===== config.mk =====
export PLATFORM = sky130hd
export DESIGN_NAME = double_ended_queue
export DESIGN_NICKNAME = d
export VERILOG_FILES = /design/src/design/deq_pkg.sv /design/src/design/double_ended_queue.sv /design/src/design/deq_ram.sv /design/src/design/deq_ctrl.sv /design/src/design/deq_dpath.sv
export SDC_FILE = /design/constraint.sdc
export NUM_CORES = 1
export LEC_CHECK = 0
export BUFFER_PORTS_ARGS = -buffer_cell sky130_fd_sc_hd__buf_4
export CAP_MARGIN = 20
export CORE_MARGIN = 8
export CORE_UTILIZATION = 60
export DETAILED_ROUTE_END_ITERATION = 8
export GPL_TIMING_DRIVEN = 1
export PLACE_DENSITY = 0.85
export SLEW_MARGIN = 20
export SYNTH_ARGS = -nofsm -noshare
export SYNTH_HDL_FRONTEND = slang
export SYNTH_SLANG_ARGS = --single-unit

===== constraint.sdc =====
create_clock -name clk_i -period 4.07 [get_ports clk_i]
set_input_delay 0.6105 -clock clk_i [delete_from_list [all_inputs] [get_ports clk_i]]
set_output_delay 0.6105 -clock clk_i [all_outputs]
set_load 0.01 [all_outputs]

===== src/design/deq_pkg.sv =====
`timescale 1ns / 1ps

package deq_pkg;

  // Default number of entries in the ring store
  localparam int DEQ_CAPACITY = 16;

  // Payload widths fixed by the interface
  localparam int ValueW    = 32;
  localparam int ActionW   = 2;
  localparam int StatusW   = 2;
  localparam int CountOutW = 5;

  // Action codes
  localparam logic [ActionW-1:0] ACT_PUSH_LEFT  = 2'd0;
  localparam logic [ActionW-1:0] ACT_PUSH_RIGHT = 2'd1;
  localparam logic [ActionW-1:0] ACT_POP_LEFT   = 2'd2;
  localparam logic [ActionW-1:0] ACT_POP_RIGHT  = 2'd3;

  // Status codes
  localparam logic [StatusW-1:0] STAT_DONE  = 2'd0;
  localparam logic [StatusW-1:0] STAT_FULL  = 2'd1;
  localparam logic [StatusW-1:0] STAT_EMPTY = 2'd2;

  // Commands from the controller to the datapath
  typedef struct packed {
    logic exec;     // run the accepted action this cycle
    logic respond;  // present the result this cycle
  } deq_cmd_t;

endpackage


===== src/design/double_ended_queue.sv =====
`timescale 1ns / 1ps
// Channel   Transfer when          Signals
// --------  ---------------------  ------------------------------------------
// command   start & !busy          action_i, value_i
// result    done_o (one cycle)     status_o, removed_value_o, count_o
//
// Each command runs its action in the cycle it is taken
// (pointer update and ring store access); the result shows in the next one
// with the registered read data of the store. busy is high in that cycle.
// Reset clears pointers and fill count; the store needs no clearing.
// The receiver cannot stall: done_o lasts exactly one cycle.

module double_ended_queue import deq_pkg::*; #(
  parameter int CAPACITY = DEQ_CAPACITY
) (
  input  logic                     clk_i,
  input  logic                     rst_ni,
  input  logic                     start,
  output logic                     busy,
  input  logic [ActionW-1:0]       action_i,
  input  logic signed [ValueW-1:0] value_i,
  output logic                     done_o,
  output logic [StatusW-1:0]       status_o,
  output logic signed [ValueW-1:0] removed_value_o,
  output logic [CountOutW-1:0]     count_o
);

  deq_cmd_t cmd;

  deq_ctrl u_ctrl (
    .clk_i  (clk_i),
    .rst_ni (rst_ni),
    .start_i(start),
    .busy_o (busy),
    .cmd_o  (cmd)
  );

  deq_dpath #(
    .CAPACITY(CAPACITY)
  ) u_dpath (
    .clk_i          (clk_i),
    .rst_ni         (rst_ni),
    .cmd_i          (cmd),
    .action_i       (action_i),
    .value_i        (value_i),
    .done_o         (done_o),
    .status_o       (status_o),
    .removed_value_o(removed_value_o),
    .count_o        (count_o)
  );

endmodule


===== src/design/deq_ram.sv =====
`timescale 1ns / 1ps

module deq_ram #(
  parameter int Width = 32,
  parameter int Depth = 16
) (
  input  logic                     clk_i,
  input  logic                     we_i,
  input  logic [$clog2(Depth)-1:0] waddr_i,
  input  logic [Width-1:0]         wdata_i,
  input  logic                     re_i,
  input  logic [$clog2(Depth)-1:0] raddr_i,
  output logic [Width-1:0]         rdata_o
);

  logic [Width-1:0] mem_q [Depth];
  logic [Width-1:0] rdata_q;

  // One write port, one registered read port
  always_ff @(posedge clk_i) begin
    if (we_i) begin
      mem_q[waddr_i] <= wdata_i;
    end
    if (re_i) begin
      rdata_q <= mem_q[raddr_i];
    end
  end

  assign rdata_o = rdata_q;

endmodule


===== src/design/deq_ctrl.sv =====
`timescale 1ns / 1ps

module deq_ctrl import deq_pkg::*; (
  input  logic     clk_i,
  input  logic     rst_ni,
  input  logic     start_i,
  output logic     busy_o,
  output deq_cmd_t cmd_o
);

  localparam logic StIdle = 1'b0;
  localparam logic StResp = 1'b1;

  logic state_q, state_d;
  logic accept;

  assign accept = start_i && (state_q == StIdle);

  // Next state: the action executes in Idle when accepted, the result is reported in Resp
  always_comb begin
    state_d = state_q;
    case (state_q)
      StIdle: begin
        if (accept) state_d = StResp;
      end
      StResp: begin
        state_d = StIdle;
      end
      default: state_d = StIdle;
    endcase
  end

  always_ff @(posedge clk_i or negedge rst_ni) begin
    if (!rst_ni) begin
      state_q <= StIdle;
    end else begin
      state_q <= state_d;
    end
  end

  assign busy_o        = (state_q == StResp);
  assign cmd_o.exec    = accept;
  assign cmd_o.respond = (state_q == StResp);

endmodule


===== src/design/deq_dpath.sv =====
`timescale 1ns / 1ps

module deq_dpath import deq_pkg::*; #(
  parameter int CAPACITY = DEQ_CAPACITY
) (
  input  logic                     clk_i,
  input  logic                     rst_ni,
  input  deq_cmd_t                 cmd_i,
  input  logic [ActionW-1:0]       action_i,
  input  logic signed [ValueW-1:0] value_i,
  output logic                     done_o,
  output logic [StatusW-1:0]       status_o,
  output logic signed [ValueW-1:0] removed_value_o,
  output logic [CountOutW-1:0]     count_o
);

  localparam int PtrW = $clog2(CAPACITY);
  localparam int CntW = $clog2(CAPACITY + 1);
  localparam logic [PtrW-1:0] PtrLast = PtrW'(CAPACITY - 1);
  localparam logic [CntW-1:0] CntFull = CntW'(CAPACITY);

  logic [PtrW-1:0]    left_q, left_d, right_q, right_d;
  logic [CntW-1:0]    cnt_q, cnt_d;
  logic [StatusW-1:0] status_q, status_d;
  logic               pop_ok_q, pop_ok_d;

  logic [PtrW-1:0] left_up, left_dn, right_up, right_dn;
  logic            is_push, full, empty;
  logic            we, re;
  logic [PtrW-1:0] waddr, raddr;
  logic [ValueW-1:0] rdata;
  logic [CntW+CountOutW-1:0] cnt_ext;

  // Wrapping pointer neighbors
  assign left_up  = (left_q == PtrLast) ? '0 : left_q + 1'b1;
  assign left_dn  = (left_q == '0) ? PtrLast : left_q - 1'b1;
  assign right_up = (right_q == PtrLast) ? '0 : right_q + 1'b1;
  assign right_dn = (right_q == '0) ? PtrLast : right_q - 1'b1;

  assign full  = (cnt_q == CntFull);
  assign empty = (cnt_q == '0);

  // Decode the action and update pointers, count and status
  always_comb begin
    left_d   = left_q;
    right_d  = right_q;
    cnt_d    = cnt_q;
    status_d = status_q;
    pop_ok_d = pop_ok_q;
    we       = 1'b0;
    re       = 1'b0;
    waddr    = right_q;
    raddr    = left_q;
    is_push  = action_i inside {ACT_PUSH_LEFT, ACT_PUSH_RIGHT};
    if (cmd_i.exec) begin
      status_d = STAT_DONE;
      pop_ok_d = 1'b0;
      if (is_push) begin
        if (full) begin
          status_d = STAT_FULL;
        end else begin
          we    = 1'b1;
          cnt_d = cnt_q + 1'b1;
          if (action_i == ACT_PUSH_LEFT) begin
            left_d = left_dn;
            waddr  = left_dn;
          end else begin
            right_d = right_up;
            waddr   = right_q;
          end
        end
      end else begin
        if (empty) begin
          status_d = STAT_EMPTY;
        end else begin
          re       = 1'b1;
          pop_ok_d = 1'b1;
          cnt_d    = cnt_q - 1'b1;
          if (action_i == ACT_POP_LEFT) begin
            left_d = left_up;
            raddr  = left_q;
          end else begin
            right_d = right_dn;
            raddr   = right_dn;
          end
        end
      end
    end
  end

  always_ff @(posedge clk_i or negedge rst_ni) begin
    if (!rst_ni) begin
      left_q   <= '0;
      right_q  <= '0;
      cnt_q    <= '0;
      pop_ok_q <= 1'b0;
    end else begin
      left_q   <= left_d;
      right_q  <= right_d;
      cnt_q    <= cnt_d;
      pop_ok_q <= pop_ok_d;
    end
  end

  // Status is payload, no reset needed
  always_ff @(posedge clk_i) begin
    status_q <= status_d;
  end

  deq_ram #(
    .Width(ValueW),
    .Depth(CAPACITY)
  ) u_ram (
    .clk_i  (clk_i),
    .we_i   (we),
    .waddr_i(waddr),
    .wdata_i(value_i),
    .re_i   (re),
    .raddr_i(raddr),
    .rdata_o(rdata)
  );

  // Result outputs; count reports the low bits of the fill count
  assign cnt_ext         = (CntW + CountOutW)'(cnt_q);
  assign done_o          = cmd_i.respond;
  assign status_o        = status_q;
  assign removed_value_o = pop_ok_q ? signed'(rdata) : '0;
  assign count_o         = cnt_ext[CountOutW-1:0];

endmodule

==> results by group <==
GRT
  – Antenna violations before repair: 1
  – Total grt overflow: 0
  – Number of global-route vias before repair: 15800
  – Largest net degree at the start of global routing: 163
  – First-pass GRT wire length: 92560 microns
  – Gr usage total: 25.54%

Setup path
  – WP buf/inv: 1
  – CP max stage delay: 0.66 ns
  – Crit Reg-Reg Endpoint: u_dpath.u_ram.rdata_o[7]$_DFFE_PP_
  – CP Cell Sequence: nor4_4, a211o_2, mux2i_4, buf_12, mux2_1, a2111oi_0, or3b_1
  – Crit path max-delay family: compound AO/OA/AOI/OAI gates
  – CP Max Fanout: 48
  – WS Path Type: register to register
  – CP max-delay cell: a2111oi_0
  – Required time of the critical path: 4.40 ns
  – Worst setup EP type: register
  – Crit path DAT: 4.15 ns
  – R2R depth: 7
  – Reg2reg start: u_dpath.count_o[1]$_DFFE_PN0P_
  – Worst reg-to-reg setup slack: 0.25 ns
  – Setup crit start kind: register

Clock network
  – Clk slew on worst S/H paths: 0.06 ns
  – H-tree depth: 2
  – Root buffer cell: clkbuf_16
  – CTS resizes: 0
  – Total CTS buffers: 53
  – Worst-Skew Late Latency: 0.63 ns
  – Max clock buf depth: 3
  – CTS sink count: 561
  – CTS tree: yes

Pwr
  – Pwr dens: 644.9 nW/um^2
  – Leak: 9.536 nW
  – Peak VDD IR: 567.2 uV
  – Overall power: 17.84 mW

Routing
  – Total wire length: 61450 microns
  – Wire length per cell: 25.71 microns
  – Remaining antenna violation count after routing: 0
  – Pre-antenna DRT Iters: 6
  – DRC: 0
  – DRT iter0 DRCs: 2283
  – Vias/cell: 6.669
  – Total number of vias: 15940

Floorplan
  – Die width: 217.6 microns
  – Die ar.: 47370 sq um
  – Ports: 78
  – Core area: 40460 sq um
  – Die Y: 217.6 microns
  – Initial Util: 60.30%
  – Cell Rows: 74

STA
  – Relative slew slack: 29.12%
  – Worst slew pin tran: 1.058 ns
  – Fin. Hold Viols: 0
  – Final Setup Violations: 0
  – Minimum clock period: 3.822 ns
  – Max Fclk: 0.2617 GHz
  – Setup Skew: 0.04642 ns
  – Final max-slew violation count: 0
  – Setup Total Neg Slack: 0 ns
  – RSZ-0062 raised after global routing: false
  – Period utilization: 93.90%

Place
  – Gpl congestion: 0.8481
  – Detail Placement HPWL: 34660 microns
  – Port Buf Inserts: 77

Synth
  – Synth async-reset ratio: 2.674%
  – Area contributors post-synth: edfxtp_1, mux2i_1, nand2_1, a21o_1, nand3b_1
  – Synth Register Bits: 561
  – Synth top area share: 67.20%
  – Synth Net Count: 1799
  – Largest area contributor in the netlist: edfxtp_1
  – Synth warn: 0
  – Mapped Cells: 1754
  – Sequential share of the synthesized area: 68.74%
  – Top_reg_cell synth: edfxtp_1
  – EDFF count, synth: 546
  – Distinct cell type count after synthesis: 53
  – Syn_area_per_cell: 13.91 sq um
  – Mapped Area: 24400 sq um

Hold path
  – Worst min path class: primary input to register
  – Worst Hold End: u_dpath.u_ram.mem_q[12][29]$_DFFE_PP_
  – Hold path cells: 1
  – Min-delay src: value_i[29]

Cells and area
  – Share of cells above drive strength 1: 13.02%
  – Fill cells: 2541
  – Final nets: 1862
  – Antenna diode count: 0
  – Syn-to-layout area delta: 13.42%

Status
  – Outcome: finished clean

Run
  – Maxcap violations: 0
[through the flow]
step / hold slack, ns / setup slack (ns) / util (%) / cells / cell area, sq um
2_1_floorplan: 0.3149 / 0.2591 / - / 1754 / 24400
3_3_place_gp: 0.4784 / 0.3186 / 64.20 / 2293 / 25970
3_5_place_dp: 0.4821 / 0.3078 / 64.20 / 2293 / 25970
4_1_cts: 0.2587 / 0.2633 / 68.38 / 2390 / 27670
5_1_grt: 0.2875 / 0.1817 / 68.39 / 2390 / 27670
6_report: 0.2789 / 0.2484 / 68.39 / 2390 / 27670
[worst max-delay path by stage]
stage,end,slack [ns],start,cells past startpoint
final,u_dpath.u_ram.rdata_o[7]$_DFFE_PP_,0.25,u_dpath.count_o[1]$_DFFE_PN0P_,7
after CTS,u_dpath.u_ram.rdata_o[7]$_DFFE_PP_,0.26,u_dpath.count_o[0]$_DFFE_PN0P_,7
after global routing,u_dpath.u_ram.rdata_o[24]$_DFFE_PP_,0.18,u_dpath.count_o[0]$_DFFE_PN0P_,8
after detailed placement,u_dpath.u_ram.rdata_o[7]$_DFFE_PP_,0.31,action_i[1],8
after floorplan,u_dpath.u_ram.rdata_o[0]$_DFFE_PP_,0.26,start,3
after global placement,u_dpath.u_ram.rdata_o[7]$_DFFE_PP_,0.32,action_i[1],8
[kinds of logic after synthesis]
group | synth area share (%)
DFF | 68.74
and+or+nand+nor | 11.29
muxes | 7.205
adders and majority gates | 0.4410
buffers and inverters | 2.416
xor gates and xnor gates | 0.3949
AOI/OAI and AO/OA | 9.513
[routing by layer]
metal	wire length [microns]	GRT usage (%)	vias to the layer above
met5	13	0	-
met4	2606	12.02	2
met3	6089	4.938	202
met2	30030	41.85	987
met1	22710	32.71	7864
li1	-	-	6883
[worst reg2reg max path: stages (launching register included)]
cell and delay (ns):
dfrtp_1 0.45, nor4_4 0.56, a211o_2 0.34, mux2i_4 0.33, buf_12 0.35, mux2_1 0.40, a2111oi_0 0.66, or3b_1 0.42
[cell usage after synthesis (5+ instances only)]
master / number
a2111oi_0: 32
a21o_1: 100
a21oi_1: 9
a31oi_1: 100
and2_1: 32
buf_1: 10
buf_2: 18
clkbuf_1: 99
dfrtp_1: 15
edfxtp_1: 546
ha_1: 7
inv_1: 15
mux2_1: 29
mux2_2: 5
mux2i_1: 136
nand2_1: 214
nand2b_1: 6
nand3_1: 97
nand3b_1: 96
nor2_1: 27
nor3_1: 8
o21ai_0: 12
o22ai_1: 65
or3b_1: 32
xnor2_1: 7
[cell type report]
| type | count | area, sq um | share of cell area, % |
|---|---|---|---|
| clock inverters | 26 | 249.0 | 0.8998 |
| multi-input cells | 1046 | 7249 | 26.20 |
| well taps | 532 | 665.6 | 2.406 |
| flip-flops and latches | 561 | 16770 | 60.62 |
| inverters | 16 | 61.31 | 0.2216 |
| clock buffers | 70 | 1433 | 5.177 |
| repair buffers | 139 | 1237 | 4.472 |
[power breakdown]
part	leakage [nW]	switching [mW]	internal [mW]
clock network	0.813	2.07	2.78
logic	3.62	3.56	2.40
registers	5.10	0.248	6.79
[flip-flops by register name, summed over array words and instances, names as in the netlist]
| name | flops |
|---|---|
| u_ctrl.busy_o | 1 |
| u_dpath.count_o | 5 |
| u_dpath.left_q | 4 |
| u_dpath.pop_ok_q | 1 |
| u_dpath.right_q | 4 |
| u_dpath.status_o | 2 |
| u_dpath.u_ram.mem_q | 512 |
| u_dpath.u_ram.rdata_o | 32 |
[layout by cell type (no fill, tap or decap), types with 14 or more instances in the layout]
cell	n
a2111oi_0	32
a21o_1	100
a31oi_1	100
and2_1	32
buf_12	15
buf_4	122
clkbuf_1	15
clkbuf_16	55
dfrtp_1	14
edfxtp_1	546
inv_1	15
mux2_1	29
mux2i_1	133
nand2_1	214
nand3_1	97
nand3b_1	96
nor2_4	16
o22ai_1	65
or3b_1	32
[repair_timing]
item	4_1_cts	5_1_grt
hold endpoints to repair	15	0
hold buffers	1	0
buffers inserted	0	0
No activity file was read; power rests on OpenSTA's default activity.
